==> config.mk <==
export PLATFORM = sky130hd
export DESIGN_NAME = cldac_oreg
export DESIGN_NICKNAME = d
export VERILOG_FILES = /design/src/hdl/cldac_pkg.sv /design/src/hdl/cldac_oreg.sv
export SDC_FILE = /design/constraint.sdc
export NUM_CORES = 1
export LEC_CHECK = 0
export BUFFER_PORTS_ARGS = -buffer_cell sky130_fd_sc_hd__buf_4
export CORE_MARGIN = 5
export CORE_UTILIZATION = 44
export CTS_CLUSTER_SIZE = 20
export DETAILED_ROUTE_END_ITERATION = 8
export GPL_TIMING_DRIVEN = 0
export PLACE_DENSITY = 0.73
export SLEW_MARGIN = 25
export SYNTH_ARGS = -nofsm -noshare
export SYNTH_HDL_FRONTEND = slang
export SYNTH_SLANG_ARGS = --single-unit
==> constraint.sdc <==
create_clock -name clk -period 1.7 [get_ports clk]
set_input_delay 0 -clock clk [delete_from_list [all_inputs] [get_ports clk]]
set_output_delay 0 -clock clk [all_outputs]
set_load 0.005 [all_outputs]
==> src/hdl/cldac_pkg.sv <==
package cldac_pkg;

  localparam int DAC_BITS = 12;
  localparam logic [DAC_BITS-1:0] CODE_MAX = '1;

  localparam int CODE_LOW  = 718;
  localparam int CODE_HIGH = 3607;
  localparam int CODE_SPAN = CODE_HIGH - CODE_LOW;

  localparam int LEVEL_W = 32;
  localparam int CAL_W   = 15;

  localparam logic [CAL_W-1:0] WIN_LOW_MIN  = 15'd3584;
  localparam logic [CAL_W-1:0] WIN_LOW_MAX  = 15'd4608;
  localparam logic [CAL_W-1:0] WIN_HIGH_MIN = 15'd19456;
  localparam logic [CAL_W-1:0] WIN_HIGH_MAX = 15'd21504;

  // Target current in units of 2^-16 mA.
  localparam int T_FRAC_BITS = 20;
  localparam int TDIV_STAGES = T_FRAC_BITS + 1;
  localparam int T_W         = 21;
  localparam logic [T_W-1:0] T_4MA   = 21'd262144;
  localparam logic [T_W-1:0] T_FAULT = 21'd1474560;

  localparam int DEN_W  = 21;
  localparam int TERM_W = T_W + 1;
  localparam int BASE_W = 31;
  localparam int NUM_W  = 35;
  localparam int CQ_W   = NUM_W - DEN_W;
  localparam int CMP_W  = (CQ_W > DAC_BITS) ? CQ_W : DAC_BITS;

  localparam int ADDR_W = 4;
  localparam int DATA_W = 32;
  localparam logic [ADDR_W-3:0] REG_RANGE_MIN = 2'd0;
  localparam logic [ADDR_W-3:0] REG_RANGE_MAX = 2'd1;
  localparam logic [ADDR_W-3:0] REG_CAL_LOW   = 2'd2;
  localparam logic [ADDR_W-3:0] REG_CAL_HIGH  = 2'd3;

  typedef struct packed {
    logic [LEVEL_W-1:0] level_value;
    logic               fault_active;
  } sample_t;

  typedef struct packed {
    logic [DAC_BITS-1:0] dac_code;
    logic                cal_valid;
    logic                value_clamped;
    logic                code_saturated;
  } result_t;

  typedef struct packed {
    logic fault;
    logic empty;
    logic clamped;
  } side_t;

endpackage

==> src/hdl/cldac_oreg.sv <==
module cldac_oreg (
  input  logic               clk,
  input  logic               rst,
  input  logic               in_valid,
  input  cldac_pkg::result_t in_word,
  input  logic               stall,
  output logic               out_valid,
  output cldac_pkg::result_t out_word,
  output logic               hold
);
  import cldac_pkg::*;

  logic    out_free;
  result_t skid_word;

  assign out_free = !out_valid || !stall;

  always_ff @(posedge clk) begin
    if (rst) begin
      out_valid <= 1'b0;
      hold      <= 1'b0;
    end else if (hold) begin
      if (out_free) begin
        out_valid <= 1'b1;
        hold      <= 1'b0;
      end
    end else if (out_free) begin
      out_valid <= in_valid;
    end else if (in_valid) begin
      hold <= 1'b1;
    end
  end

  always_ff @(posedge clk) begin
    if (hold) begin
      if (out_free) begin
        out_word <= skid_word;
      end
    end else if (out_free) begin
      out_word <= in_word;
    end else begin
      skid_word <= in_word;
    end
  end

endmodule

# --- Word-level counts from Yosys, hierarchy flattened ---
# Index checks and enable logic that the tools add are counted.
totals:
  reg_bits: 32
  inputBits: 19
  output_inout_bits: 17
  word_cells: 26
op_classes:
  n_mux: 10
  n_bitwise: 2
  n_reduce_logical: 4
ops:
  columns: ["op", "n"]
  rows:
  - ["2-to-1 mux 15 bit", 3]
  - ["2-to-1 mux 1 bit", 7]
  - ["zero test 1 bit", 2]
  - ["inverter 1 bit", 2]
  - ["AND reduction 2 bit", 1]
  - ["logical OR 1 bit", 1]

# --- Longest topological paths before layout ---
depth:
  ltp_word: 4
  depth_mapped: 4
  mapped_depth_nobuf: 2

# --- Worst setup path after synthesis ---
# OpenSTA, ideal clock, no wires.
synth_timing:
  path_type: "register to register"
  startpoint: "reg out_valid"
  endpoint: "reg skid_word[0] (netlist name) (enable)"
  setup_time_ns: 0.387
  arrival_ns: 1.433
  required_ns: 1.313
  setup_slack_ns: -0.119
  path_stages_with_launch: 3
  n_path_buf: 0
  path_cell_list: "dfxtp_1 nand2_1 nor2_1"
synth_between:
  elab_chain_cells: 4
synth_rtl:
  columns: ["item", "line_no", "rtl"]
  rows:
  - ["start: declaration", "cldac_oreg.sv:7", "output logic out_valid,"]
  - ["start signal: assignment", "cldac_oreg.sv:28", "out_valid <= in_valid;"]
  - ["zero test 1 bit", "cldac_oreg.sv:16", "assign out_free = !out_valid || !stall;"]
  - ["logical OR 1 bit", "cldac_oreg.sv:16", null]
  - ["named net out_free", "cldac_oreg.sv:13", "logic out_free;"]
  - ["inverter 1 bit (no line)", null, null]
  - ["AND reduction 2 bit (no line)", null, null]
  - ["end signal: assignment", "cldac_oreg.sv:42", "skid_word <= in_word;"]
  - ["end: declaration", "cldac_oreg.sv:14", "result_t skid_word;"]
# The timed path passes the listed nets, and every way through them passes these cells.
# A chain may end at the register's enable or synchronous reset.

# --- Worst setup path in the final report ---
layout_timing:
  startpoint: "reg out_valid"
  endpoint: "reg skid_word[5] (netlist name) (enable)"
# The elaborated chain is that of the path after synthesis.

==> flow_summary_export.csv <==
group,metric,value,unit
run_status,status,"completed",
power,fin_total_pwr,1.49,mW
final_layout,finalCoreUtilization,68.6,%
clock_network,cts_num_sinks,32,
timing,finalClockSkew,5.02,ps
detailed_routing,drt_iter0_markers,10,
clock_network,cts_buffers,5,
timing,fmax,645,MHz
timing,rsz0062_at_grt,"no",
clock_network,clk_pin_slew,90,ps
detailed_routing,drc,0,
global_route,overflow,0,
timing,whs,390,ps
floorplan,die_h,62.1,um
placed_design,io_buffer_count,35,
power,powerDensity,853,nW/um^2
floorplan,die_w,62.1,um
detailed_routing,wire_per_inst,13.6,um
run,max_cap_viol_count,0,
timing,final_max_slew_viol_count,0,
final_layout,antenna_cells,0,
critical_path,required,1740,ps
clock_network,clockBufferDepth,2,
clock_network,cts_tree,"done",
global_route,grt_max_degree,19,
detailed_routing,drt_pre_antenna_iters,2,
critical_path,start_kind,"flip-flop",
floorplan,dieArea,3850,um^2
yosys,synthCells,54,
yosys,avgSynthCellArea,22.1,um^2
global_route,grt_pass1_wl,3130,um
timing,setup_viol,0,
yosys,ys_seq_elements,32,
global_route,antenna_found_initial,0,
final_layout,areaGrowthSynthToFinish,46.5,%
critical_path,end_kind,"flip-flop",
floorplan,io_pins,36,
placed_design,routabilityCongestion,0.649,
timing,worst_slack,149,ps
min_path,hold_path.class,"in2reg",
floorplan,core-area,2540,um^2
timing,finalHoldViolations,0,
timing,worst_pin_slew,794,ps
critical_path,critPathMaxFanout,18,
clock_network,htreeDepth,2,
yosys,synth.cell_area,1190,um^2
placed_design,post-place-ws,-247,ps
yosys,ys_types,10,
floorplan,rows,18,
global_route,track_usage,11.8,%
detailed_routing,antenna_left,0,
timing,max_slew_margin,47.0,%
detailed_routing,vias_per_cell,4.65,
floorplan,start_util,46.9,%
final_layout,fin_nets,134,
power,leakagePower,0.693,nW
yosys,syn_nets,73,
detailed_routing,finalWirelength,1990,um
clock_network,clock_latency,320,ps
power,ir_drop,0.641,mV
timing,post-route-period-util,91.2,%
global_route,grt_pass1_vias,739,
detailed_routing,vias,679,
critical_path,crit_slowest_cell,"nand2_1",
clock_network,cts_root_buffer,"clkbuf_4",
final_layout,drive_above_1_share,51.7,%
critical_path,worstSetupPathType,"reg2reg",
yosys,ys_seq_area_share,78.9,%
yosys,yosys_warnings,0,
timing,period_minus_slack,1550,ps
critical_path,worstPathCellList,"nand2_1 > nor2_4 > buf_12",
critical_path,arrival,1590,ps
critical_path,critPathMaxStageDelay,460,ps
Yosys cell counts:
cell      number  share of area, %
nor2_1         2              0.63
mux2_4         8                10
dfxtp_1        2               3.4
mux2_2         7               6.6
buf_6          1              0.94
nor3_1         1              0.42
edfxtp_1      30                76
nand2_1        1              0.31
a21oi_1        1              0.42
buf_12         1               1.7
through the flow:
step	TNS, ps	cells	cell area (um^2)
after global routing	0	146	1750
after CTS	0	146	1750
after detailed placement	-3700	119	1500
after floorplan	0	54	1190
final	0	146	1750
after global placement	-3270	119	1500
timing repair:
action,in CTS,in global routing
hold buffers,17,0
endpoints found under the setup margin,15,0
hold endpoints to repair,31,0
setup buffers,2,0
gates resized for setup,1,0
logic make-up (layout without fill, tap and decap cells):
family	after synthesis	count (layout)	synth area share, %
muxes	15	15	16.7
AOI/OAI and AO/OA	1	1	0.419
buffers and inverters	2	64	2.62
DFF	32	32	78.9
and+or+nand+nor	4	4	1.36
worst max-delay path: cells and delay by family (launching register included):
kind | cells | cell delay (ps)
and+or+nand+nor | 2 | 760
DFF | 1 | 340
buffers and inverters | 1 | 160
cell type report:
class                      count  area, um^2
clock inverter                 1        3.75
timing repair buffer          54         460
sequential                    32         941
fill                         176         798
buffer                         2        31.3
tap                           30        37.5
multi-input combinational     20         228
clock buffer                   7        45.0
cells in the final DEF (no fill, tap or decap):
cell type,Yosys,routed
buf_4,0,36
edfxtp_1,30,30
dlygate4sd3_1,0,17
mux2_4,8,8
mux2_2,7,7
clkbuf_4,0,5
buf_12,1,2
clkbuf_1,0,2
dfxtp_1,2,2
nand2_1,1,1
buf_6,1,1
nor2_4,0,1
nor2_1,2,1
a21oi_1,1,1
nor3_1,1,1
clkinv_1,0,1
final timing paths:
path	from	endpoint	slack [ps]	cells after the start
worst max-delay path	out_valid$_SDFFE_PP0P_	skid_word[5]$_DFFE_PP_	150	3
worst min-delay path	rst	out_valid$_SDFFE_PP0P_	390	3
worst max register to register	out_valid$_SDFFE_PP0P_	skid_word[5]$_DFFE_PP_	150	3
worst min register to register	skid_word[8]$_DFFE_PP_	out_word[8]$_DFFE_PP_	560	1
power breakdown:
group | switching (mW) | total [mW] | internal (mW) | leakage [nW]
Combinational | 0.0573 | 0.177 | 0.120 | 0.357
Sequential | 0.0112 | 0.922 | 0.911 | 0.310
Clock | 0.231 | 0.390 | 0.159 | 0.0269
sequential cells by signal, indices dropped and copies added, names as in the netlist:
register	cells
out_word	15
skid_word	15
hold	1
out_valid	1
routing by layer:
metal	wire [um]	global-route usage (%)	part of all wire (%)
met1	723	11.8	36
met2	1070	20.4	54
met3	146	3.51	7.3
met4	49	9.09	2.5
met5	0	0	0
(Power assumes the default switching activity.)
