`config.mk`:
```
export PLATFORM = sky130hd
export DESIGN_NAME = cldac_front
export DESIGN_NICKNAME = d
export VERILOG_FILES = /design/src/hdl/cldac_pkg.sv /design/src/hdl/cldac_front.sv
export SDC_FILE = /design/constraint.sdc
export NUM_CORES = 1
export LEC_CHECK = 0
export BUFFER_PORTS_ARGS = -buffer_cell sky130_fd_sc_hd__buf_2
export CORE_UTILIZATION = 50
export DETAILED_ROUTE_END_ITERATION = 10
export HOLD_SLACK_MARGIN = 0.06
export PLACE_DENSITY = 0.74
export SLEW_MARGIN = 20
export SYNTH_ARGS = -nofsm -noshare
export SYNTH_HDL_FRONTEND = slang
export SYNTH_SLANG_ARGS = --single-unit
```
`constraint.sdc`:
```
create_clock -name clk -period 5.3 [get_ports clk]
set_input_delay 1.325 -clock clk [delete_from_list [all_inputs] [get_ports clk]]
set_output_delay 1.325 -clock clk [all_outputs]
set_load 0.03 [all_outputs]
```
`src/hdl/cldac_pkg.sv`:
```
package cldac_pkg;

  localparam int DAC_BITS = 12;
  localparam logic [DAC_BITS-1:0] CODE_MAX = '1;

  localparam int CODE_LOW  = 718;
  localparam int CODE_HIGH = 3607;
  localparam int CODE_SPAN = CODE_HIGH - CODE_LOW;

  localparam int LEVEL_W = 32;
  localparam int CAL_W   = 15;

  localparam logic [CAL_W-1:0] WIN_LOW_MIN  = 15'd3584;
  localparam logic [CAL_W-1:0] WIN_LOW_MAX  = 15'd4608;
  localparam logic [CAL_W-1:0] WIN_HIGH_MIN = 15'd19456;
  localparam logic [CAL_W-1:0] WIN_HIGH_MAX = 15'd21504;

  // Target current in units of 2^-16 mA.
  localparam int T_FRAC_BITS = 20;
  localparam int TDIV_STAGES = T_FRAC_BITS + 1;
  localparam int T_W         = 21;
  localparam logic [T_W-1:0] T_4MA   = 21'd262144;
  localparam logic [T_W-1:0] T_FAULT = 21'd1474560;

  localparam int DEN_W  = 21;
  localparam int TERM_W = T_W + 1;
  localparam int BASE_W = 31;
  localparam int NUM_W  = 35;
  localparam int CQ_W   = NUM_W - DEN_W;
  localparam int CMP_W  = (CQ_W > DAC_BITS) ? CQ_W : DAC_BITS;

  localparam int ADDR_W = 4;
  localparam int DATA_W = 32;
  localparam logic [ADDR_W-3:0] REG_RANGE_MIN = 2'd0;
  localparam logic [ADDR_W-3:0] REG_RANGE_MAX = 2'd1;
  localparam logic [ADDR_W-3:0] REG_CAL_LOW   = 2'd2;
  localparam logic [ADDR_W-3:0] REG_CAL_HIGH  = 2'd3;

  typedef struct packed {
    logic [LEVEL_W-1:0] level_value;
    logic               fault_active;
  } sample_t;

  typedef struct packed {
    logic [DAC_BITS-1:0] dac_code;
    logic                cal_valid;
    logic                value_clamped;
    logic                code_saturated;
  } result_t;

  typedef struct packed {
    logic fault;
    logic empty;
    logic clamped;
  } side_t;

endpackage

```
`src/hdl/cldac_front.sv`:
```
module cldac_front (
  input  logic                         clk,
  input  logic                         rst,
  input  logic                         en,
  input  logic                         in_valid,
  input  cldac_pkg::sample_t           in_word,
  input  logic [cldac_pkg::LEVEL_W-1:0] range_min,
  input  logic [cldac_pkg::LEVEL_W-1:0] range_max,
  output logic                         valid,
  output logic [cldac_pkg::LEVEL_W-1:0] off,
  output cldac_pkg::side_t             side
);
  import cldac_pkg::*;

  logic               lt;
  logic               gt;
  logic [LEVEL_W-1:0] span_c;
  logic [LEVEL_W-1:0] diff;

  assign lt     = in_word.level_value < range_min;
  assign gt     = in_word.level_value > range_max;
  assign span_c = range_max - range_min;
  assign diff   = in_word.level_value - range_min;

  always_ff @(posedge clk) begin
    if (rst) begin
      valid <= 1'b0;
    end else if (en) begin
      valid <= in_valid;
    end
  end

  always_ff @(posedge clk) begin
    if (en) begin
      off          <= lt ? '0 : (gt ? span_c : diff);
      side.fault   <= in_word.fault_active;
      side.empty   <= range_max <= range_min;
      side.clamped <= lt || gt;
    end
  end

endmodule

```
* After elaboration in Yosys (flattened, before gate mapping)
Index checks and enable logic that the tools add are counted.
** Word-level totals
- Bits in registers :: 36
- Input bits :: 101
- Output and inout bits :: 36
- Logic and storage cells :: 12
** Operators by class
- Add/subtract/negate cells :: 2
- $lt $le $gt $ge :: 3
- Mux-type cells :: 1
- Reduce and logical (&&, ||, !) cells :: 1
** Operator list (count)
- 32-bit subtractor :: 2
- 32-bit > comparator :: 1
- 32-bit <= comparator :: 1
- 32-bit less-than comparator :: 1
- 32-bit two-way mux :: 1
- 1-bit logical OR :: 1

* Logic depth before layout (Yosys ltp)
- Depth after elaboration :: 2
- Mapped depth :: 13
- Mapped depth without buffers :: 12

* Worst setup path after synthesis
Ideal clock, no wire load.
- Path type :: input -> register
- From :: in in_word[1] in the netlist's numbering
- To :: reg off[30] in the netlist's numbering (data pin)
- Library setup time :: 0.259 ns
- Arrival :: 3.654 ns
- Data required time :: 5.041 ns
- Slack :: 1.387 ns
- Stages on the path :: 12
- Path buffers :: 0
- Cell sequence :: inv_1 -> ha_1 -> fa_1 -> nand2b_1 -> a21oi_1 -> o311a_1 -> nor4_4 -> o31ai_4 -> a21oi_1 -> a311o_2 -> a41oi_1 -> a21oi_2
** On the way
- Cells in the longest elaborated chain, start to end :: 2
- Elaborated cells between the ends (all ways) :: 4
- Classes of those cells :: 1 x add/sub; 2 x order compare; 1 x mux
** RTL lines
- from (decl) :: RTL line cldac_front.sv:6 : input cldac_pkg::sample_t in_word,
- 32-bit subtractor or 32-bit > comparator (tied branches) :: RTL line cldac_front.sv:23, cldac_front.sv:21
- 32-bit two-way mux :: RTL line cldac_front.sv:35 : off <= lt ? '0 : (gt ? span_c : diff);
- to (signal assigned) :: RTL line cldac_front.sv:35
- to (decl) :: RTL line cldac_front.sv:10 : output logic [cldac_pkg::LEVEL_W-1:0] off,
Parallel ways exist; a longest one is shown, timed or not.
A chain may end at the register's enable or synchronous reset.

* Final worst setup path
- From :: in in_word[1] in the netlist's numbering
- To :: reg off[26] in the netlist's numbering (data pin)
The elaborated chain is that of the path after synthesis.

==> flow_summary.ini <==
[yosys]
synth-edff-count = 35
synth_mux_area_share_pct = 0.8536
ys_seq_elements = 36
synth-seq-area-share_pct = 17.82
synth_top_family_by_area = compound AO/OA/AOI/OAI gates
synth_compound_area_share_pct = 28.32
yosys.area_share.simple_pct = 17.68
syn_area_um2 = 6010
synthArstFlopShare_pct = 0
synth_xor_area_share_pct = 6.413
ys.flop_type = edfxtp_1
syn_nets = 946
ys.warnings.count = 0
synthAdderAreaFrac_pct = 20.65
synth_cells = 747
syn_avg_cell_area_um2 = 8.045
synth_cell_type_count = 84

[timing]
timing.fmax_mhz = 242.3
setup_viol = 0
slew_headroom_pct = 35.92
period_share_pct = 77.86
fin_setup_tns_ns = 0
fin_crit_ns = 4.127
worst_pin_slew_ns = 0.9612
hold_viol = 0
slew_viol_final = 0
skew_ns = 0
rsz0062_at_grt = false

[cts]
root_buffer = clkbuf_16
clock_sinks = 36
clkSlewWorstSetupHoldPaths_ns = 0.06
cts_hold_buffers = 0
clk_path_buf_depth = 2
cts_setup_buffers = 0
cts_tree = done
cts_resized = 0
htreeDepth = 2
numCtsBuffers = 5
clock_latency_ns = 0.28

[route]
wirelength_um = 16530
routedWlPerCell_um = 16.29
ant_nets = 0
drc_errors = 12
vias_per_cell = 5.897
vias = 5985
drt_iter0_markers = 431
detail_route.first_pass.iterations = 8

[layout]
areaGrowthSynthToFinish_pct = 15.07
diodes = 0
nFillCells = 1100
drive_above_1_share_pct = 20.99
multi_input_area_um2 = 4442
seqCellArea_um2 = 1071
fin_nets = 1070

[worst_setup_path]
critPathKind = in2reg
end_kind = flop
startpoint_type = input port
worstPathRequired_ns = 5.41
worstReg2RegStart = valid
r2r_cells = 2
cp_max_fo = 31
rr_endpoint = valid
regToRegSetupSlack_ns = 4.71
cp.arrival_ns = 4.24

[floorplan]
core_area_um2 = 11560
die-area_um2 = 12460
die_x_um = 111.6
rows = 39
boundaryPins = 137
die_h_um = 111.6
start_util_pct = 51.96

[min_path]
hold-path-endpoint = valid
hold_path_depth = 2
hold_path_class = reg2reg
min_from = valid

[status]
violations = design-rule violations
status = finished, violations left

[grt]
first_global_vias = 5440
overflow = 0
antenna_found_initial = 0
grt_pass1_wl_um = 26270
grtUsageTotal_pct = 25.98
grt_start_max_net_pins = 37

[run]
cap_viol_max_count = 0

[power]
total_power_w = 0.001602
ir_drop_mv = 0.1303
leakagePower_nw = 3.390
p_per_area_nw_per_um2 = 231.6

[place]
dp_hpwl_um = 13380
gp_congestion = 0.9271
io_buffers = 136
==> cell usage after synthesis, types with 5 or more instances <==
| cell | count | share of area (%) |
|---|---|---|
| o211ai_1 | 6 | 0.75 |
| o21ai_0 | 37 | 3.1 |
| nor3_1 | 12 | 1.0 |
| a21o_1 | 30 | 3.7 |
| inv_1 | 82 | 5.1 |
| and2_1 | 5 | 0.52 |
| nand2_1 | 52 | 3.2 |
| ha_1 | 96 | 20 |
| nor2b_1 | 10 | 1.0 |
| a31oi_1 | 12 | 1.2 |
| xor2_1 | 13 | 1.9 |
| nor2_1 | 64 | 4.0 |
| edfxtp_1 | 35 | 17 |
| o21bai_1 | 5 | 0.62 |
| nand2b_1 | 10 | 1.0 |
| o21ai_1 | 6 | 0.50 |
| o21a_1 | 9 | 1.1 |
| nand3_1 | 10 | 0.83 |
| xnor2_1 | 31 | 4.5 |
| clkbuf_1 | 8 | 0.50 |
| a211oi_1 | 15 | 1.9 |
| nand4_1 | 16 | 1.7 |
| a21oi_1 | 80 | 6.7 |
==> through the flow <==
stage	hold WS, ns	utilization (%)	setup slack (ns)	area [µm²]	std cells
after detailed placement	0.4879	57.94	0.9033	6700	1007
after CTS	0.5026	59.80	1.206	6915	1015
after floorplan	0.6299	-	1.387	6010	747
after global routing	0.5175	59.80	1.028	6915	1015
final	0.5025	59.80	1.173	6915	1015
after global placement	0.4791	57.94	0.9779	6700	1007
==> sequential cells by signal (all words and copies together), names as in the netlist <==
| signal | cells |
|---|---|
| off | 32 |
| side | 3 |
| valid | 1 |
==> cells by family (layout without fill, tap and decap cells) <==
| logic type | Yosys count | in the layout |
|---|---|---|
| multiplexers | 5 | 5 |
| flip-flops | 36 | 36 |
| buffers and inverters | 104 | 229 |
| AND/OR/NAND/NOR | 210 | 210 |
| AO/OA/AOI/OAI | 250 | 250 |
| adder cells (fa/ha/maj) | 98 | 98 |
| XOR/XNOR | 44 | 44 |
==> power breakdown <==
part	switching, W	internal, W
clock network	0.000133	0.000318
registers	0.0000121	0.000357
logic	0.000476	0.000307
==> final cells by class <==
cell class | instances | share of cell area, %
clock buffer | 5 | 1.809
clock inverter | 3 | 1.303
inverter | 83 | 4.523
multi-input combinational | 607 | 64.23
sequential | 36 | 15.49
tap | 143 | 2.587
timing repair buffer | 138 | 10.06
==> cell usage in the layout (no fill, tap or decap), drive strengths merged, types with 5 or more instances in the layout <==
master  netlist  final
a211oi       16     16
a21o         32     32
a21oi        84     84
a31oi        13     13
and2          5      5
buf           8    138
clkbuf       11      5
edfxtp       35     35
ha           96     96
inv          82     82
nand2        52     52
nand2b       10     10
nand3        10     10
nand4        17     17
nor2         64     64
nor2b        11     11
nor3         12     12
nor4          6      6
o211ai        7      7
o21a          9      9
o21ai        44     44
o21bai        5      5
or3           6      6
xnor2        31     31
xor2         13     13
==> metal layers <==
| metal | track usage [%] | part of all wire, % |
|---|---|---|
| met3 | 2.940 | 6.2 |
| met1 | 36.60 | 47 |
| met4 | 5.586 | 1.7 |
| met5 | 0 | 0 |
| met2 | 42.61 | 45 |
==> worst max path at each step <==
| stage | from | end | depth (start not counted) |
|---|---|---|---|
| detailed placement | in_word[1] | off[3] | 12 |
| global route | range_max[0] | off[26] | 13 |
| floorplan | in_word[1] | off[30] | 12 |
| CTS | in_word[10] | off[3] | 10 |
| global placement | in_word[1] | off[30] | 13 |
| finish | in_word[1] | off[26] | 12 |
==> worst max-delay path, cell delays in order <==
cell and delay (ns):
buf_2 0.07, inv_1 0.05, ha_1 0.22, fa_1 0.38
nand2b_1 0.19, a21oi_1 0.26, o311a_1 0.35, o21ai_1 0.16
a21oi_2 0.26, o311ai_4 0.14, a21o_2 0.46, nor4_2 0.35
Power figures use the tool's default switching activity.
