--- src/hdl/cldac_pkg.sv ---
package cldac_pkg;

  localparam int DAC_BITS = 12;
  localparam logic [DAC_BITS-1:0] CODE_MAX = '1;

  localparam int CODE_LOW  = 718;
  localparam int CODE_HIGH = 3607;
  localparam int CODE_SPAN = CODE_HIGH - CODE_LOW;

  localparam int LEVEL_W = 32;
  localparam int CAL_W   = 15;

  localparam logic [CAL_W-1:0] WIN_LOW_MIN  = 15'd3584;
  localparam logic [CAL_W-1:0] WIN_LOW_MAX  = 15'd4608;
  localparam logic [CAL_W-1:0] WIN_HIGH_MIN = 15'd19456;
  localparam logic [CAL_W-1:0] WIN_HIGH_MAX = 15'd21504;

  // Target current in units of 2^-16 mA.
  localparam int T_FRAC_BITS = 20;
  localparam int TDIV_STAGES = T_FRAC_BITS + 1;
  localparam int T_W         = 21;
  localparam logic [T_W-1:0] T_4MA   = 21'd262144;
  localparam logic [T_W-1:0] T_FAULT = 21'd1474560;

  localparam int DEN_W  = 21;
  localparam int TERM_W = T_W + 1;
  localparam int BASE_W = 31;
  localparam int NUM_W  = 35;
  localparam int CQ_W   = NUM_W - DEN_W;
  localparam int CMP_W  = (CQ_W > DAC_BITS) ? CQ_W : DAC_BITS;

  localparam int ADDR_W = 4;
  localparam int DATA_W = 32;
  localparam logic [ADDR_W-3:0] REG_RANGE_MIN = 2'd0;
  localparam logic [ADDR_W-3:0] REG_RANGE_MAX = 2'd1;
  localparam logic [ADDR_W-3:0] REG_CAL_LOW   = 2'd2;
  localparam logic [ADDR_W-3:0] REG_CAL_HIGH  = 2'd3;

  typedef struct packed {
    logic [LEVEL_W-1:0] level_value;
    logic               fault_active;
  } sample_t;

  typedef struct packed {
    logic [DAC_BITS-1:0] dac_code;
    logic                cal_valid;
    logic                value_clamped;
    logic                code_saturated;
  } result_t;

  typedef struct packed {
    logic fault;
    logic empty;
    logic clamped;
  } side_t;

endpackage

--- src/hdl/cldac_tdiv.sv ---
module cldac_tdiv (
  input  logic                           clk,
  input  logic                           rst,
  input  logic                           en,
  input  logic                           in_valid,
  input  logic [cldac_pkg::LEVEL_W-1:0]  off,
  input  cldac_pkg::side_t               in_side,
  input  logic [cldac_pkg::LEVEL_W-1:0]  span,
  output logic                           out_valid,
  output logic [cldac_pkg::T_FRAC_BITS:0] quo,
  output cldac_pkg::side_t               out_side
);
  import cldac_pkg::*;

  // One quotient bit per stage, most significant first.
  logic [TDIV_STAGES-1:0] v;
  logic [LEVEL_W:0]       rem      [TDIV_STAGES];
  logic [T_FRAC_BITS:0]   quo_s    [TDIV_STAGES];
  side_t                  sd       [TDIV_STAGES];
  logic [LEVEL_W:0]       trial    [TDIV_STAGES];
  logic [T_FRAC_BITS:0]   qprev    [TDIV_STAGES];
  logic                   vprev    [TDIV_STAGES];
  side_t                  sprev    [TDIV_STAGES];
  logic                   ge       [TDIV_STAGES];
  logic [LEVEL_W:0]       rem_next [TDIV_STAGES];

  for (genvar j = 0; j < TDIV_STAGES; j++) begin : g_stage
    if (j == 0) begin : g_first
      assign trial[j] = {1'b0, off};
      assign qprev[j] = '0;
      assign vprev[j] = in_valid;
      assign sprev[j] = in_side;
    end else begin : g_next
      assign trial[j] = {rem[j-1][LEVEL_W-1:0], 1'b0};
      assign qprev[j] = quo_s[j-1];
      assign vprev[j] = v[j-1];
      assign sprev[j] = sd[j-1];
    end

    assign ge[j]       = trial[j] >= {1'b0, span};
    assign rem_next[j] = ge[j] ? (trial[j] - {1'b0, span}) : trial[j];

    always_ff @(posedge clk) begin
      if (rst) begin
        v[j] <= 1'b0;
      end else if (en) begin
        v[j] <= vprev[j];
      end
    end

    always_ff @(posedge clk) begin
      if (en) begin
        rem[j]   <= rem_next[j];
        quo_s[j] <= {qprev[j][T_FRAC_BITS-1:0], ge[j]};
        sd[j]    <= sprev[j];
      end
    end
  end

  assign out_valid = v[TDIV_STAGES-1];
  assign quo       = quo_s[TDIV_STAGES-1];
  assign out_side  = sd[TDIV_STAGES-1];

endmodule

--- config.mk ---
export PLATFORM = sky130hd
export DESIGN_NAME = cldac_tdiv
export DESIGN_NICKNAME = d
export VERILOG_FILES = /design/src/hdl/cldac_pkg.sv /design/src/hdl/cldac_tdiv.sv
export SDC_FILE = /design/constraint.sdc
export NUM_CORES = 2
export LEC_CHECK = 0
export BUFFER_PORTS_ARGS = -buffer_cell sky130_fd_sc_hd__buf_2
export CAP_MARGIN = 20
export CORE_MARGIN = 2
export CORE_UTILIZATION = 39
export CTS_CLUSTER_DIAMETER = 200
export DETAILED_ROUTE_END_ITERATION = 6
export GPL_ROUTABILITY_DRIVEN = 0
export PLACE_DENSITY = 0.52
export SLEW_MARGIN = 10
export SYNTH_ARGS = -nofsm -noshare
export SYNTH_HDL_FRONTEND = slang
export SYNTH_SLANG_ARGS = --single-unit
--- constraint.sdc ---
create_clock -name clk -period 7.45 [get_ports clk]
set_clock_uncertainty 0.2 [all_clocks]
set_input_delay 1.1175 -clock clk [delete_from_list [all_inputs] [get_ports clk]]
set_output_delay 1.1175 -clock clk [all_outputs]
set_load 0.03 [all_outputs]
### Word-level counts from Yosys, hierarchy flattened

Memories as Yosys holds them, arrays and structs flattened.
Index checks and enable logic that the tools add are counted.

| word-level totals | value |
|---|---|
| flip-flop bits (word level) | 21 |
| bits in writable memories | 1197 |
| bits of input ports | 71 |
| output and inout bits | 25 |
| memories kept | 3 |

Memory list:

| memory | depth | width | rd ports | clocked after memory_dff | wr ports | line | text |
|---|---|---|---|---|---|---|---|
| rem | 21 | 33 | 20 | 0 | 21 | cldac_tdiv.sv:17 | `logic [LEVEL_W:0] rem [TDIV_STAGES];` |
| quo_s | 21 | 21 | 21 | 0 | 21 | cldac_tdiv.sv:18 | `logic [T_FRAC_BITS:0] quo_s [TDIV_STAGES];` |
| sd | 21 | 3 | 21 | 0 | 21 | cldac_tdiv.sv:19 | `side_t sd [TDIV_STAGES];` |

| operators by class | value |
|---|---|
| $add $sub $neg | 21 |
| $lt $le $gt $ge | 21 |
| muxes and demuxes | 23 |

Operators with widths:

| cell | number |
|---|---|
| $mux W33 | 21 |
| $ge A33 B32 Y1 | 20 |
| $sub A33 B32 Y33 | 20 |
| $sub A32 B32 Y33 | 1 |
| $ge A32 B32 Y1 | 1 |
| $mux W1 | 2 |

### Logic depth before layout (Yosys ltp)

An unclocked memory read counts as a cell.

| depth | value |
|---|---|
| depth in word-level cells | 3 |
| gate-level depth with buffers | 16 |

### Worst setup path before layout

Ideal clock, no wire load.

| timing path | value |
|---|---|
| path kind | input port to flip-flop |
| start point | in span[8] (netlist name) |
| end point | mem rem[15][10] (netlist name) (data pin) |
| setup time | 0.260 ns |
| arrival time | 4.632 ns |
| data required time | 6.990 ns |
| setup slack | 2.358 ns |
| cell stages on the path | 14 |
| cells stage by stage | inv_1 ha_1 a21o_1 a21o_1 a21o_1 o41a_1 a311oi_2 nor2_2 o41ai_4 o31ai_1 a211o_1 buf_6 buf_6 mux2_4 |

RTL lines:

| what | line | text |
|---|---|---|
| from (decl) | cldac_tdiv.sv:8 | `input logic [cldac_pkg::LEVEL_W-1:0] span,` |
| to (decl) | cldac_tdiv.sv:17 |  |

==> results_dict.tcl <==
set metrics [dict create \
    path_buf_inv 4 \
    nets 7475 \
    crit_path_max_fanout 43 \
    worst-setup-path-type "input pin to register" \
    layout_common_cells "edfxtp_1, a21oi_1, ha_1" \
    reg2reg_to "rem[5][2]" \
    tritoncts "yes" \
    h-tree-depth 3 \
    power.density_nw_per_um2 480 \
    syn_nets 7355 \
    cts_resized 0 \
    met2_usage_pct 36.9 \
    grt.met1_usage_pct 28.1 \
    die_h_um 422 \
    status "complete, no violations" \
    cts.clk_slew.worst_paths_ns 0.06 \
    worstMarginPinSlew_ns 1.12 \
    num_io_pins 96 \
    min_path_type "register to register" \
    slowest_delay_ns 0.66 \
    max_freq_ghz 0.182 \
    hold_end "quo_s[1][129]" \
    totalPowerFinal_uw 36200 \
    grt_max_degree 167 \
    syn_avg_cell_area_sq_um 10.3 \
    first_pass_iters 5 \
    drc 0 \
    dieArea_sq_um 178000 \
    design.core.area_sq_um 174000 \
    cap_viol_max_count 0 \
    start_kind "input pin" \
    synth-seq-area-share_pct 41.8 \
    async_flop_share_pct 0 \
    drv_slew 0 \
    p_switching_uw 14800 \
    cts.path.max_buffers 3 \
    ys.flop_type "edfxtp_1" \
    final_hold_viol_count 0 \
    n_fill_cell 16600 \
    path_common_cell "a21oi_1" \
    busiest_layer "met2" \
    worstReg2RegStart "rem[4][3]" \
    use_met3_pct 2.62 \
    wl_per_cell_um 21.7 \
    p_comb_share_pct 54.4 \
    vias 51800 \
    layout_commonest_cell "edfxtp_1" \
    vias_per_cell 5.66 \
    cts_root_buf "clkbuf_16" \
    antenna_found_initial 5 \
    hpwl_um 146000 \
    leakage_uw 0.0304 \
    area_delta_synth_final_pct 11.0 \
    rsz0062_at_grt "false" \
    p_int_uw 21500 \
    critPathArrivalTime_ns 5.80 \
    ff2ff_path_depth 13 \
    grt_overflow 0 \
    min_from "quo_s[1][107]" \
    track_usage_pct 21.7 \
    drt_iter0_markers 3842 \
    synth_edf_count 934 \
    netlist_area_sq_um 68100 \
    cts_buffers 117 \
    drt-total-wl_um 199000 \
    fin_tns_setup_ns 0 \
    end_kind "register" \
    final_util_pct 43.5 \
    p_seq_share_pct 29.3 \
    drtAntennaViolNets 0 \
    finalCritPeriodShare_pct 73.8 \
    vdd_ir_drop_max_mv 0.222 \
    r2r_slack_ns 2.79 \
    netlist_instances 6593 \
    yosys_warnings 0 \
    die_x_um 422 \
    pwr-share-clk_pct 16.3 \
    synth_seq_cells 955 \
    clkSinkCount 955 \
    io_buffer_count 95 \
    drive_gt1_share_pct 11.2 \
    hold_buffers 0 \
    crit_path_cell_trace "buf_2 > inv_1 > buf_4 > ha_1 > nor2b_1 > o2111ai_1 > nand3_1 > a21oi_1 > a21oi_1 > a2111oi_2 > o21ai_0 > a21oi_1 > a21oi_4 > buf_4 > mux2_2" \
    first_global_vias 49500 \
    crit_family "compound AO/OA/AOI/OAI gates" \
    crit_slowest_cell "inv_1" \
    layout_min_cycle_time_ns 5.50 \
    grt_pass1_wl_um 299000 \
    synth.distinct_cells 87 \
    row_count 153 \
    swShare_pct 40.7 \
    hold_path_depth 0 \
    post-cts-setup-buffer-count 0 \
    clk-insertion-delay-late_ns 0.77 \
    whs_ns 0.200 \
    setup_viol 0 \
    relSlewSlack_pct 25.2 \
    initial_core_util_pct 39.2 \
    cp_data_required_time_ns 7.75 \
]
-- cells in the mapped netlist (44+ instances only) --
library cell  number  share of area [%]
edfxtp_1         934                 41
a21oi_1          676                5.0
ha_1             671                 12
nor2_1           507                2.8
nand2_1          428                2.4
o21ai_0          427                3.1
a21o_1           333                3.7
xnor2_1          327                4.2
mux2_2           245                4.1
xor2_1           216                2.8
inv_1            203                1.1
clkbuf_1         134               0.74
nand3_1          121               0.89
nand4_1          105               0.97
nand2b_1         103               0.95
nor2b_1           92               0.85
o21bai_1          92                1.0
o21a_1            78               0.86
nor3_1            71               0.52
a31oi_1           65               0.60
mux2_4            52                1.1
a211oi_1          50               0.55
and3_1            50               0.46
o31ai_1           44               0.49
-- through the flow --
step           worst slack, ns  cell area, sq um  cells
4_1_cts                   1.84             75500   9138
3_3_place_gp              1.04             71600   8918
3_5_place_dp              1.01             71600   8918
2_1_floorplan             2.36             68100   6593
5_1_grt                   1.69             75500   9139
6_report                  1.95             75600   9145
-- kinds of logic after synthesis --
group | share of synthesized area, %
XOR/XNOR | 6.99
multiplexers | 5.67
AND/OR/NAND/NOR | 11.5
flip-flops | 41.8
adder cells (fa/ha/maj) | 12.9
buffers and inverters | 2.33
AO/OA/AOI/OAI | 18.8
-- registers in the layout (all words and copies together) (netlist names) --
signal and cells:
v 20, sd 63, rem 640, quo_s 231, out_valid 1
-- worst max path at each step --
stage            start          end  slack [ns]  depth (start not counted)
2_1_floorplan  span[8]  rem[15][10]        2.36                         14
6_report       span[1]   rem[1][19]        1.95                         15
5_1_grt        span[1]   rem[1][19]        1.69                         15
3_5_place_dp   span[1]  rem[19][15]        1.01                         14
3_3_place_gp   span[1]  rem[19][20]        1.04                         14
4_1_cts        span[1]  rem[19][15]        1.84                         14
-- power by group through the flow --
| stage | combinational, uW | clock (uW) | sequential (uW) |
|---|---|---|---|
| global placement | 19300 | 0 | 10800 |
| detailed placement | 19500 | 0 | 10700 |
| global route | 21800 | 6290 | 10800 |
| CTS | 19600 | 6100 | 10600 |
| floorplan | 15400 | 0 | 9800 |
| finish | 19700 | 5920 | 10600 |
-- layer usage --
layer,share of wire (%),vias to the layer above
met5,0.0065,-
met4,4.1,2
met3,4.1,352
met2,48,1245
met1,44,25000
li1,-,25200
-- area by class of cell --
type / count / area, sq um / share of cell area, %
diodes: 6 / 15.0 / 0.0199
multi-input cells: 5245 / 38100 / 50.4
flip-flops and latches: 955 / 28500 / 37.7
repair buffers: 190 / 1330 / 1.77
clock buffers: 128 / 3010 / 3.99
well taps: 2325 / 2910 / 3.85
clock inverters: 92 / 941 / 1.25
inverters: 204 / 766 / 1.01
No activity file was read; power rests on OpenSTA's default activity.
