## src/hdl/cldac_pkg.sv

```systemverilog
package cldac_pkg;

  localparam int DAC_BITS = 12;
  localparam logic [DAC_BITS-1:0] CODE_MAX = '1;

  localparam int CODE_LOW  = 718;
  localparam int CODE_HIGH = 3607;
  localparam int CODE_SPAN = CODE_HIGH - CODE_LOW;

  localparam int LEVEL_W = 32;
  localparam int CAL_W   = 15;

  localparam logic [CAL_W-1:0] WIN_LOW_MIN  = 15'd3584;
  localparam logic [CAL_W-1:0] WIN_LOW_MAX  = 15'd4608;
  localparam logic [CAL_W-1:0] WIN_HIGH_MIN = 15'd19456;
  localparam logic [CAL_W-1:0] WIN_HIGH_MAX = 15'd21504;

  // Target current in units of 2^-16 mA.
  localparam int T_FRAC_BITS = 20;
  localparam int TDIV_STAGES = T_FRAC_BITS + 1;
  localparam int T_W         = 21;
  localparam logic [T_W-1:0] T_4MA   = 21'd262144;
  localparam logic [T_W-1:0] T_FAULT = 21'd1474560;

  localparam int DEN_W  = 21;
  localparam int TERM_W = T_W + 1;
  localparam int BASE_W = 31;
  localparam int NUM_W  = 35;
  localparam int CQ_W   = NUM_W - DEN_W;
  localparam int CMP_W  = (CQ_W > DAC_BITS) ? CQ_W : DAC_BITS;

  localparam int ADDR_W = 4;
  localparam int DATA_W = 32;
  localparam logic [ADDR_W-3:0] REG_RANGE_MIN = 2'd0;
  localparam logic [ADDR_W-3:0] REG_RANGE_MAX = 2'd1;
  localparam logic [ADDR_W-3:0] REG_CAL_LOW   = 2'd2;
  localparam logic [ADDR_W-3:0] REG_CAL_HIGH  = 2'd3;

  typedef struct packed {
    logic [LEVEL_W-1:0] level_value;
    logic               fault_active;
  } sample_t;

  typedef struct packed {
    logic [DAC_BITS-1:0] dac_code;
    logic                cal_valid;
    logic                value_clamped;
    logic                code_saturated;
  } result_t;

  typedef struct packed {
    logic fault;
    logic empty;
    logic clamped;
  } side_t;

endpackage

```

## src/hdl/cldac_code.sv

```systemverilog
module cldac_code (
  input  logic                            clk,
  input  logic                            rst,
  input  logic                            en,
  input  logic                            in_valid,
  input  logic [cldac_pkg::T_FRAC_BITS:0] quo,
  input  cldac_pkg::side_t                in_side,
  input  logic [cldac_pkg::T_W-1:0]       i1x64,
  input  logic [cldac_pkg::DEN_W-1:0]     den,
  input  logic [cldac_pkg::BASE_W-1:0]    base,
  input  logic                            cal_ok,
  output logic                            out_valid,
  output cldac_pkg::result_t              out_word
);
  import cldac_pkg::*;

  typedef struct packed {
    logic neg;
    logic clamped;
  } flag_t;

  logic [T_W-1:0]           t_c;
  logic signed [NUM_W-1:0]  prod_c;
  logic signed [NUM_W-1:0]  num_c;

  logic                     a_v;
  logic signed [TERM_W-1:0] a_term;
  logic                     a_clamped;
  logic                     b_v;
  logic signed [NUM_W-1:0]  b_prod;
  logic                     b_clamped;
  logic                     c_v;
  logic signed [NUM_W-1:0]  c_num;
  logic                     c_clamped;

  logic [CQ_W-1:0]  dv;
  logic [DEN_W-1:0] rem      [CQ_W];
  logic [CQ_W-1:0]  low      [CQ_W];
  logic [CQ_W-1:0]  dq       [CQ_W];
  flag_t            fl       [CQ_W];
  logic [DEN_W-1:0] rprev    [CQ_W];
  logic [CQ_W-1:0]  lprev    [CQ_W];
  logic [CQ_W-1:0]  qprev    [CQ_W];
  flag_t            fprev    [CQ_W];
  logic             vprev    [CQ_W];
  logic [DEN_W:0]   trial    [CQ_W];
  logic             ge       [CQ_W];
  logic [DEN_W:0]   rem_next [CQ_W];

  logic [CMP_W-1:0] q_ext;

  always_comb begin
    if (in_side.fault) begin
      t_c = T_FAULT;
    end else if (in_side.empty) begin
      t_c = T_4MA;
    end else begin
      t_c = T_4MA + T_W'(quo);
    end
  end

  assign prod_c = NUM_W'(a_term) * NUM_W'(CODE_SPAN);
  assign num_c  = $signed(NUM_W'(base)) + b_prod;

  always_ff @(posedge clk) begin
    if (rst) begin
      a_v <= 1'b0;
      b_v <= 1'b0;
      c_v <= 1'b0;
    end else if (en) begin
      a_v <= in_valid;
      b_v <= a_v;
      c_v <= b_v;
    end
  end

  always_ff @(posedge clk) begin
    if (en) begin
      a_term    <= $signed({1'b0, t_c}) - $signed({1'b0, i1x64});
      a_clamped <= in_side.clamped;
      b_prod    <= prod_c;
      b_clamped <= a_clamped;
      c_num     <= num_c;
      c_clamped <= b_clamped;
    end
  end

  // Long division of the numerator by the calibration slope, one bit per stage.
  for (genvar k = 0; k < CQ_W; k++) begin : g_stage
    if (k == 0) begin : g_first
      assign rprev[k] = c_num[NUM_W-1:CQ_W];
      assign lprev[k] = c_num[CQ_W-1:0];
      assign qprev[k] = '0;
      assign fprev[k] = '{neg: c_num[NUM_W-1], clamped: c_clamped};
      assign vprev[k] = c_v;
    end else begin : g_next
      assign rprev[k] = rem[k-1];
      assign lprev[k] = low[k-1];
      assign qprev[k] = dq[k-1];
      assign fprev[k] = fl[k-1];
      assign vprev[k] = dv[k-1];
    end

    assign trial[k]    = {rprev[k], lprev[k][CQ_W-1]};
    assign ge[k]       = trial[k] >= {1'b0, den};
    assign rem_next[k] = ge[k] ? (trial[k] - {1'b0, den}) : trial[k];

    always_ff @(posedge clk) begin
      if (rst) begin
        dv[k] <= 1'b0;
      end else if (en) begin
        dv[k] <= vprev[k];
      end
    end

    always_ff @(posedge clk) begin
      if (en) begin
        rem[k] <= rem_next[k][DEN_W-1:0];
        low[k] <= {lprev[k][CQ_W-2:0], 1'b0};
        dq[k]  <= {qprev[k][CQ_W-2:0], ge[k]};
        fl[k]  <= fprev[k];
      end
    end
  end

  assign q_ext = CMP_W'(dq[CQ_W-1]);

  always_ff @(posedge clk) begin
    if (rst) begin
      out_valid <= 1'b0;
    end else if (en) begin
      out_valid <= dv[CQ_W-1];
    end
  end

  always_ff @(posedge clk) begin
    if (en) begin
      out_word.cal_valid     <= cal_ok;
      out_word.value_clamped <= fl[CQ_W-1].clamped;
      if (!cal_ok) begin
        out_word.dac_code       <= '0;
        out_word.code_saturated <= 1'b0;
      end else if (fl[CQ_W-1].neg) begin
        out_word.dac_code       <= '0;
        out_word.code_saturated <= 1'b1;
      end else if (q_ext > CMP_W'(CODE_MAX)) begin
        out_word.dac_code       <= CODE_MAX;
        out_word.code_saturated <= 1'b1;
      end else begin
        out_word.dac_code       <= DAC_BITS'(q_ext);
        out_word.code_saturated <= 1'b0;
      end
    end
  end

endmodule

```

## config.mk

```make
export PLATFORM = sky130hd
export DESIGN_NAME = cldac_code
export DESIGN_NICKNAME = d
export VERILOG_FILES = /design/src/hdl/cldac_pkg.sv /design/src/hdl/cldac_code.sv
export SDC_FILE = /design/constraint.sdc
export NUM_CORES = 2
export LEC_CHECK = 0
export BUFFER_PORTS_ARGS = -buffer_cell sky130_fd_sc_hd__buf_2
export CORE_UTILIZATION = 30
export DETAILED_ROUTE_END_ITERATION = 16
export GPL_ROUTABILITY_DRIVEN = 0
export PLACE_DENSITY = 0.51
export SYNTH_ARGS = -nofsm -noshare
export SYNTH_HDL_FRONTEND = slang
export SYNTH_SLANG_ARGS = --single-unit
```

## constraint.sdc

```tcl
create_clock -name clk -period 8.6 [get_ports clk]
set_input_delay 0 -clock clk [delete_from_list [all_inputs] [get_ports clk]]
set_output_delay 0 -clock clk [all_outputs]
set_load 0.1 [all_outputs]
```

Word level (Yosys, flattened, before mapping). Memories as Yosys holds them, arrays and structs flattened. Cells that the tools add are included.

Add/subtract/negate cells: 17. $mul: 1. $lt $le $gt $ge: 15. Muxes and demuxes: 21. Bitwise logic cells: 1. Reduce and logical (&&, ||, !) cells: 1.

Operators with widths (count): 21-bit 2-to-1 mux (16); 22-bit by 21-bit greater-or-equal comparator with 1-bit output (14); 21-bit subtractor (14); 32-bit by 35-bit adder with 35-bit output (1); 22-bit by 13-bit multiplier with 35-bit output, second input constant (1); 21-bit by 21-bit subtractor with 22-bit output (1); 19-bit by 21-bit adder with 21-bit output, first input constant (1); 14-bit by 12-bit greater-than comparator with 1-bit output, second input constant (1); 12-bit 2-to-1 mux (1); 1-bit 2-to-1 mux (4); 2-bit OR reduction (1); 1-bit NOT (1).

Register bits after elaboration: 128. Bits in writable memories: 700. Input bits: 102. Output and inout bits: 16. Word-level logic and storage cells: 88. Memories: 4.

Memories: rem (words 14, bits a word 21, read ports 13, clocked after memory_dff 0, wr ports 14, line cldac_code.sv:37) `logic [DEN_W-1:0] rem [CQ_W];`; dq (words 14, bits a word 14, read ports 14, clocked after memory_dff 0, wr ports 14, line cldac_code.sv:39) `logic [CQ_W-1:0] dq [CQ_W];`; low (words 14, bits a word 13, read ports 13, clocked after memory_dff 0, wr ports 14, line cldac_code.sv:38) `logic [CQ_W-1:0] low [CQ_W];`; fl (words 14, bits a word 2, read ports 14, clocked after memory_dff 0, wr ports 14, line cldac_code.sv:40) `flag_t fl [CQ_W];`.

Longest topological paths before layout.
Word-level depth: 4. Depth in mapped cells: 19. Depth with buffers taken out: 19.

Worst setup path before layout. No wires, ideal clock.

Path kind: register -> register. Start: register a_term[3]. End: register b_prod[30] (data pin). Setup time: 259 ps. Arrival time: 4682 ps. Data required time: 8341 ps. Slack: 3659 ps. Stages on the path, launching flop included: 18. Buffers on the path: 0. Period minus slack after synthesis: 4941 ps. Cells stage by stage: edfxtp_1 -> ha_1 -> ha_1 -> inv_1 -> fa_1 -> inv_1 -> fa_1 -> inv_1 -> fa_1 -> inv_1 -> ha_1 -> or4_1 -> o22a_1 -> a21o_1 -> a311oi_1 -> or2_2 -> o21ai_0 -> xnor2_1.

Word-level cells in the longest chain between the ends: 1.

Ends and longest elaborated chain: from (decl) (line cldac_code.sv:27) `logic signed [TERM_W-1:0] a_term;`; from (signal assigned) (line cldac_code.sv:79) `a_term <= $signed({1'b0, t_c}) - $signed({1'b0, i1x64});`; 22-bit by 13-bit multiplier with 35-bit output (line cldac_code.sv:62) `assign prod_c = NUM_W'(a_term) * NUM_W'(CODE_SPAN);`; via prod_c[30] (line cldac_code.sv:23) `logic signed [NUM_W-1:0] prod_c;`; to (signal assigned) (line cldac_code.sv:81) `b_prod <= prod_c;`; to (decl) (line cldac_code.sv:30) `logic signed [NUM_W-1:0] b_prod;`.

The timed path passes the listed nets, and every way through them passes these cells. A chain may end at the register's enable or synchronous reset.

Worst setup path after layout. Same ends and word-level chain as after synthesis.

==> results.ini <==
[setup_path]
cp-end-kind = register
critical_path_class = reg2reg
cp-start-kind = register
worstPathArrival_ns = 5.82
crit_fanout = 6
cp.required_ns = 9.02

[die]
coreArea_um2 = 141600
die_height_um = 380.0
start_util_pct = 30.28
rows = 138
ios = 118
die_w_um = 380.0
die_area_um2 = 144400

[placed_design]
dpl_cell_area_um2 = 46010
port_buffers = 117
hpwlAfterDp_mm = 75.60

[logic_synthesis]
ys_seq_area_share_pct = 43.36
synth_cell_types = 78
syn_inst = 3872
async_reset_ff_share_pct = 0
synth_fp_nets = 4549
synth_edf_count = 607
yosysWarnings = 0
synth_seq_cells = 625
syn_area_per_cell_um2 = 11.07
syn_area_um2 = 42870
synth_flop_cell = edfxtp_1

[timing]
hold_slack_ns = 0.05425
max-slew-margin-rel_pct = 25.00
fmax_mhz = 185.4
hold_viol_final = 0
finalCriticalPeriod_ns = 5.394
worst_pin_slew_ns = 1.125
setup_tns_ns = 0
drv_slew = 0
finalCritPeriodShare_pct = 62.72
skew_ns = 0.02355
grt_setup_unrepaired = no
setup_violations = 0

[global_routing]
antenna_found_initial = 1
grt_pass1_vias = 29730
grt_max_degree = 172
grt_overflow = 0
grtUsageTotal_pct = 14.34
grt_first_pass_wirelength_mm = 164.3

[finish]
fin_util_pct = 35.14
final_nets = 4837
drive_gt1_share_pct = 11.03
final_area_um2 = 49760
layout_common_cells = edfxtp_1, ha_1, inv_1, a21oi_1, nor2_1
layout_commonest_cell = edfxtp_1
antenna_cells = 0
area_growth_pct = 16.06

[routing]
drc_errors = 0
vias = 29700
drt_pass1_iterations = 5
wl_mm = 104.6
post_drt_wl_per_cell_um = 17.10
vias_per_cell = 4.857
drtIter0Drc = 1765
ant_nets = 0

[worst_hold_path]
hp-class = in2reg

[clock_tree]
numCtsBuffers = 79
cts_tree = done
clock_latency_ns = 0.68
clock-sinks = 625
cts_root_buf = clkbuf_16
cts.htree.levels = 3
cts-resized-gates = 0
post_cts_buffers = 0
cts_buffer_depth = 3
cts.clk_slew.worst_paths_ns = 0.06

[run_status]
status = completed

[power]
p_per_area_nw_per_um2 = 442.5
p_leak_nw = 20.31
irDropWorstVdd_uv = 243.9
fin_total_pwr_mw = 22.02

[run]
drv_cap = 0

-- critical path, stage by stage (launching register included) --
cell and delay, ns:
edfxtp_1 0.52, ha_1 0.34, ha_1 0.28, inv_1 0.06, fa_1 0.52, inv_1 0.05, fa_1 0.53, inv_1 0.06
fa_1 0.52, inv_1 0.04, ha_1 0.22, or4_1 0.51, o22a_1 0.25, a21o_1 0.23, a311oi_1 0.55, or2_2 0.23
o21ai_0 0.09, xnor2_1 0.14
-- where the power goes --
group / internal, mW / total (mW) / switching, mW / leakage, nW
clock network: 2.10 / 3.50 / 1.40 / 1.32
registers: 5.22 / 5.86 / 0.643 / 6.07
logic: 5.78 / 12.7 / 6.88 / 12.9
total: 13.1 / 22.0 / 8.92 / 20.3
-- area by class of cell --
cell class	count	area, µm²
Multi-Input combinational cell	2874	22910
Inverter	319	1197
Clock inverter	56	706.9
Timing Repair Buffer	261	1969
Fill cell	14140	91830
Clock buffer	90	2018
Tap cell	1890	2365
Sequential cell	625	18590
-- sequential cells by signal (all words and copies together) (netlist names) --
register and flops:
rem 273, fl 28, c_clamped 1, a_v 1, a_term 22, low 91, b_prod 35, a_clamped 1
b_clamped 1, b_v 1, c_v 1, out_word 15, out_valid 1, c_num 35, dq 105, dv 14
-- repair_timing --
action / 4_1_cts / 5_1_grt
hold buffers: 102 / 0
endpoints found under the setup margin: 0 / 0
endpoints found under the hold margin: 173 / 0
-- worst paths after layout --
path	startpoint	to	slack, ns	cells after the start
worst min register to register	dq[1][23]	dq[1][38]	0.41	0
worst max register to register	a_term[3]	b_prod[30]	3.21	17
worst min-delay path	base[29]	c_num[29]	0.05	4
worst max-delay path	a_term[3]	b_prod[30]	3.21	17
-- through the flow --
stage          setup WS [ns]  cells
4_1_cts                3.167   6115
5_1_grt                2.987   6115
2_1_floorplan          3.659   3872
3_3_place_gp           3.202   5867
3_5_place_dp           3.159   5867
6_report               3.206   6115
-- cell usage after synthesis (all sizes together), types with 9 or more instances --
cell      n  area [µm²]
nor4     11       68.82
o31a     13       113.9
a21o    122       915.9
fa       97        1942
o21bai   37       277.8
mux2i    40       400.4
o211ai   13       97.59
nand2b   52       325.3
dfxtp    18       360.4
inv     319        1197
o31ai    21       157.7
a211oi   38       290.3
nor2b    64       407.9
ha      478        5981
xor2     86       753.2
a21oi   298        1491
and3     17       106.4
o21ai   234        1171
o21a     69       518.0
nor2    263       987.2
nand4    41       256.5
o41ai    12       131.4
nand3    54       270.3
or2      21       131.4
nor3     56       280.3
clkbuf   39       146.4
xnor2   200        1752
mux2    149        1742
edfxtp  607       18230
and4     12       105.1
nand2   193       724.4
or3      13       81.33
a21boi   19       142.6
a211o     9       78.83
and2     29       181.4
buf      15       85.08
a31oi    19       131.4
-- cell families (layout without fill, tap and decap cells) --
kind of cell | count (synthesis) | in the layout | synth area share, %
xor gates and xnor gates | 286 | 286 | 5.843
buffers and inverters | 373 | 726 | 3.333
AOI/OAI and AO/OA | 979 | 979 | 14.48
and+or+nand+nor | 845 | 845 | 9.514
muxes | 189 | 189 | 4.996
DFF | 625 | 625 | 43.36
adders and majority gates | 575 | 575 | 18.48
-- per-layer routing --
layer | GRT usage [%] | vias to the layer above | part of all wire [%]
met1 | 18.08 | 14180 | 46
met5 | 0 | - | 0
met3 | 2.163 | 151 | 3.1
met2 | 25.25 | 450 | 49
met4 | 4.010 | 0 | 2.7
li1 | - | 14910 | -
(Power assumes the default switching activity.)
